[src/sv/lbfop_ram.sv]
// ----------------------------------------------------------------------------
// lbfop_ram
// Generic single-write, single-read RAM with a registered read port.
// ----------------------------------------------------------------------------
module lbfop_ram #(
  parameter int WIDTH = 8,
  parameter int DEPTH = 32
) (
  input  logic                                  clk,
  input  logic                                  we,
  input  logic [(DEPTH > 1 ? $clog2(DEPTH) : 1)-1:0] waddr,
  input  logic [WIDTH-1:0]                      wdata,
  input  logic [(DEPTH > 1 ? $clog2(DEPTH) : 1)-1:0] raddr,
  output logic [WIDTH-1:0]                      rdata
);

  logic [WIDTH-1:0] mem [DEPTH];

  always_ff @(posedge clk) begin
    if (we) begin
      mem[waddr] <= wdata;
    end
    rdata <= mem[raddr];
  end

endmodule

[config.mk]
export PLATFORM = sky130hd
export DESIGN_NAME = lbfop_ram
export DESIGN_NICKNAME = d
export VERILOG_FILES = /design/src/sv/lbfop_ram.sv
export SDC_FILE = /design/constraint.sdc
export NUM_CORES = 1
export LEC_CHECK = 0
export ABC_AREA = 1
export BUFFER_PORTS_ARGS = -buffer_cell sky130_fd_sc_hd__buf_2
export CAP_MARGIN = 10
export CORE_MARGIN = 2
export CORE_UTILIZATION = 63
export CTS_BUF_LIST = sky130_fd_sc_hd__clkbuf_4
export DETAILED_ROUTE_END_ITERATION = 8
export GPL_TIMING_DRIVEN = 0
export PLACE_DENSITY = 0.8
export SYNTH_ARGS = -nofsm -noshare
export SYNTH_HDL_FRONTEND = slang
export SYNTH_SLANG_ARGS = --single-unit
[constraint.sdc]
create_clock -name clk -period 3.7 [get_ports clk]
set_input_delay 0.74 -clock clk [delete_from_list [all_inputs] [get_ports clk]]
set_output_delay 0.74 -clock clk [all_outputs]
set_load 0.01 [all_outputs]
After elaboration in Yosys (flattened, before gate mapping):

Memories as Yosys holds them, arrays and structs flattened. A register that Yosys moved wholly into a read port is not among the register bits.
Index checks and enable logic that the tools add are counted.

* register bits: 0
* bits in writable memories: 256
* input bits: 20
* output and inout port bits: 8
* memories kept: 1

Memory list
* mem: words 32, bits a word 8, read ports 1, clocked after memory_dff 1, write ports 1, RTL line 17 `logic [WIDTH-1:0] mem [DEPTH];`

* muxes and demuxes: 2

Operators with widths (number)
* two-way mux 1 bit: 2

Depth between registers and ports, before layout:

* depth in word-level cells: 2
* mapped depth: 11

Least setup slack after synthesis:

No wires, ideal clock.

* kind: input port to flip-flop
* start point: input port waddr[0] (netlist bit)
* end point: memory mem[0][0] (enable)
* library setup time: 0.370 ns
* arrival time: 1.404 ns
* required time: 3.330 ns
* slack: 1.926 ns
* stages: 3
* path through: inv_1 -> nand3_1 -> nor2_1

RTL lines
* from (decl): RTL line 11 `input logic [(DEPTH > 1 ? $clog2(DEPTH) : 1)-1:0] waddr,`
* to (decl): RTL line 17

No word-level cell before the write port.

Worst setup path after layout:

* start point: input port waddr[0] (netlist bit)
* end point: memory mem[10][3] (enable)

No word-level cell before the write port.

==> results.tsv <==
metric	value	unit
vias	7482	
setup_violations	0	
reg2reg_depth	8	
cp_cell_sequence	buf_2, inv_1, nand3_1, nor2_1	
nNetsFinal	1034	
ys_async_sr_fraction	0	%
synth_area_per_cell	11.7	µm²
area_delta_synth_final	10.6	%
synth_area	0.0108	mm²
r2r_start	mem[13][0]	
wire_per_inst	20.4	µm
grt_max_degree	33	
yosys.area_share.simple	23.1	%
yosys_warnings	0	
p_per_area	501	mW/mm²
core_area	0.0166	mm²
worst_setup_path_end_kind	flip-flop	
status	complete, no violations	
hold_path_depth	3	
start_util	64.8	%
yosysTopAreaCell	edfxtp_1	
reg2reg_to	rdata[0]	
min_period	1.89	ns
rsz0062_at_grt	no	
setup-tns-final	0	ns
worstMarginPinSlew	0.982	ns
period_share	51.0	%
peakVddDrop	0.000372	V
via_per_inst	5.87	
slowest_delay	0.88	ns
synth_top_flop_cell	edfxtp_1	
hold_end	rdata[4]	
synth_common_cells	360 x nand2_1, 256 x edfxtp_1, 204 x nand3_1	
num_rows	47	
die_area	0.0182	mm²
cts_tree	done	
synth-compound-area-share	0	%
die_x	135	µm
ys_seq_area_share	72.8	%
critPathKind	in -> reg	
root_buffer	clkbuf_4	
leakage	4.56	nW
first_pass_iters	6	
max_slew_margin	34.3	%
wl	26000	µm
cp.required	3.95	ns
synth_fa_ha_area_share	0	%
synthXorXnorAreaFrac	0	%
hold_violations	0	
die_h	135	µm
io_pins	28	
n_fill_cell	1122	
grt_pass1_vias	6958	
maxCapViolCount	0	
synth_top_family_by_area	simple AND/OR/NAND/NOR gates	
drive_gt1_share	15.9	%
ys_top_cells_by_area	edfxtp_1 71%, nand2_1 13%, nand3_1 9.5%, buf_6 2.5%, dfxtp_1 1.5%	
htreeDepth	3	
netlist_instances	922	
min-delay-start	raddr[4]	
cts_num_sinks	264	
fmax	530	MHz
yosysMostFrequentCell	nand2_1	
grt_overflow	0	
antenna_found_initial	2	
r2r_setup_slack	2.45	ns
dp.final_hpwl	16500	µm
cp_slowest_cell	nor2_1	
cts_buffer_depth	3	
drt-initial-drc-count	955	
muxShareOfSynthArea	0	%
ant_nets	0	
post_cts_buffers	0	
clkTransAtPathRegs	0.07	ns
syn_nets	942	
synth_top_area_share	71.3	%
grt_util_all_layers	29.7	%
critPathLaunchType	input pin	
setup_slack	1.81	ns
cp_data_arrival_time	2.14	ns
worstPathMaxFanout	8	
clock_skew	0.0397	ns
grt_pass1_wl	38700	µm
place_congestion	0.926	
synth_cell_types	12	
cts-buffers-inserted	66	
drcViolationCount	0	
cts_resized	0	
place_ws	1.25	ns
clk_latency	0.67	ns
min_path_type	in -> reg	
drv_slew	0	
hold_buffers	0	
synth_seq_cells	264	
synth_edf_count	256	
io_buffers	24	
==> through the flow <==
stage	std cells	hold slack (ns)	utilization (%)	total power [W]	instance area, µm²
after floorplan	922	0.688	-	0.00364	10800
after global placement	1166	0.807	67.2	0.00381	11200
after detailed placement	1166	0.830	67.2	0.00382	11200
after CTS	1271	0.470	71.7	0.00600	11900
after global routing	1272	0.476	71.7	0.00619	11900
final	1274	0.508	71.7	0.00598	11900
==> per-layer routing <==
metal  global-route usage [%]  part of all wire (%)  vias up
met5                        0                     0        -
li1                         -                     -     3419
met2                     44.4                    46      493
met3                     7.28                    11       75
met1                     41.4                    39     3495
met4                     14.5                   3.9        0
==> sequential cells by signal (all words and copies together) (netlist names) <==
name and flops:
mem 256, rdata 8
==> kinds of logic after synthesis <==
kind of cell,after synthesis
flops,264
simple gates,596
buf+inv,62
==> where the power goes <==
| part | internal (W) | switching, W |
|---|---|---|
| registers | 0.00332 | 0.00000998 |
| clock network | 0.00115 | 0.00107 |
| logic | 0.000122 | 0.000313 |
| total | 0.00459 | 0.00139 |
==> worst max path at each step <==
stage	startpoint	endpoint	slack, ns	cells after the start
after floorplan	waddr[0]	mem[0][0]	1.93	3
after global placement	waddr[0]	mem[20][2]	1.28	4
after detailed placement	waddr[0]	mem[10][3]	1.25	4
after CTS	rdata[1]	rdata[1]	1.84	1
after global routing	rdata[1]	rdata[1]	1.79	1
final	waddr[0]	mem[10][3]	1.81	4
==> cell type report <==
| cell class | instances | area [µm²] | share of cell area, % |
|---|---|---|---|
| well taps | 220 | 275 | 2.31 |
| multi-input cells | 596 | 2490 | 20.9 |
| repair buffers | 24 | 120 | 1.01 |
| diodes | 3 | 7.51 | 0.0629 |
| flip-flops and latches | 264 | 7850 | 65.8 |
| clock buffers | 93 | 698 | 5.85 |
| clock inverters | 12 | 47.5 | 0.398 |
| inverters | 10 | 37.5 | 0.314 |
| plain buffers | 52 | 409 | 3.43 |
==> worst max-delay path, delay by kind of cell <==
family                 cells  cell delay (ns)
AND/OR/NAND/NOR            2             1.20
buffers and inverters      2             0.20
==> layout by cell type, fill, tap and decap left out, types with 8 or more instances in the layout <==
cell and n:
buf_2 39, buf_6 24, clkbuf_4 93, dfxtp_1 8, edfxtp_1 256, inv_1 8
nand2_1 360, nand3_1 204, nor2_1 32
(Power assumes the default switching activity.)
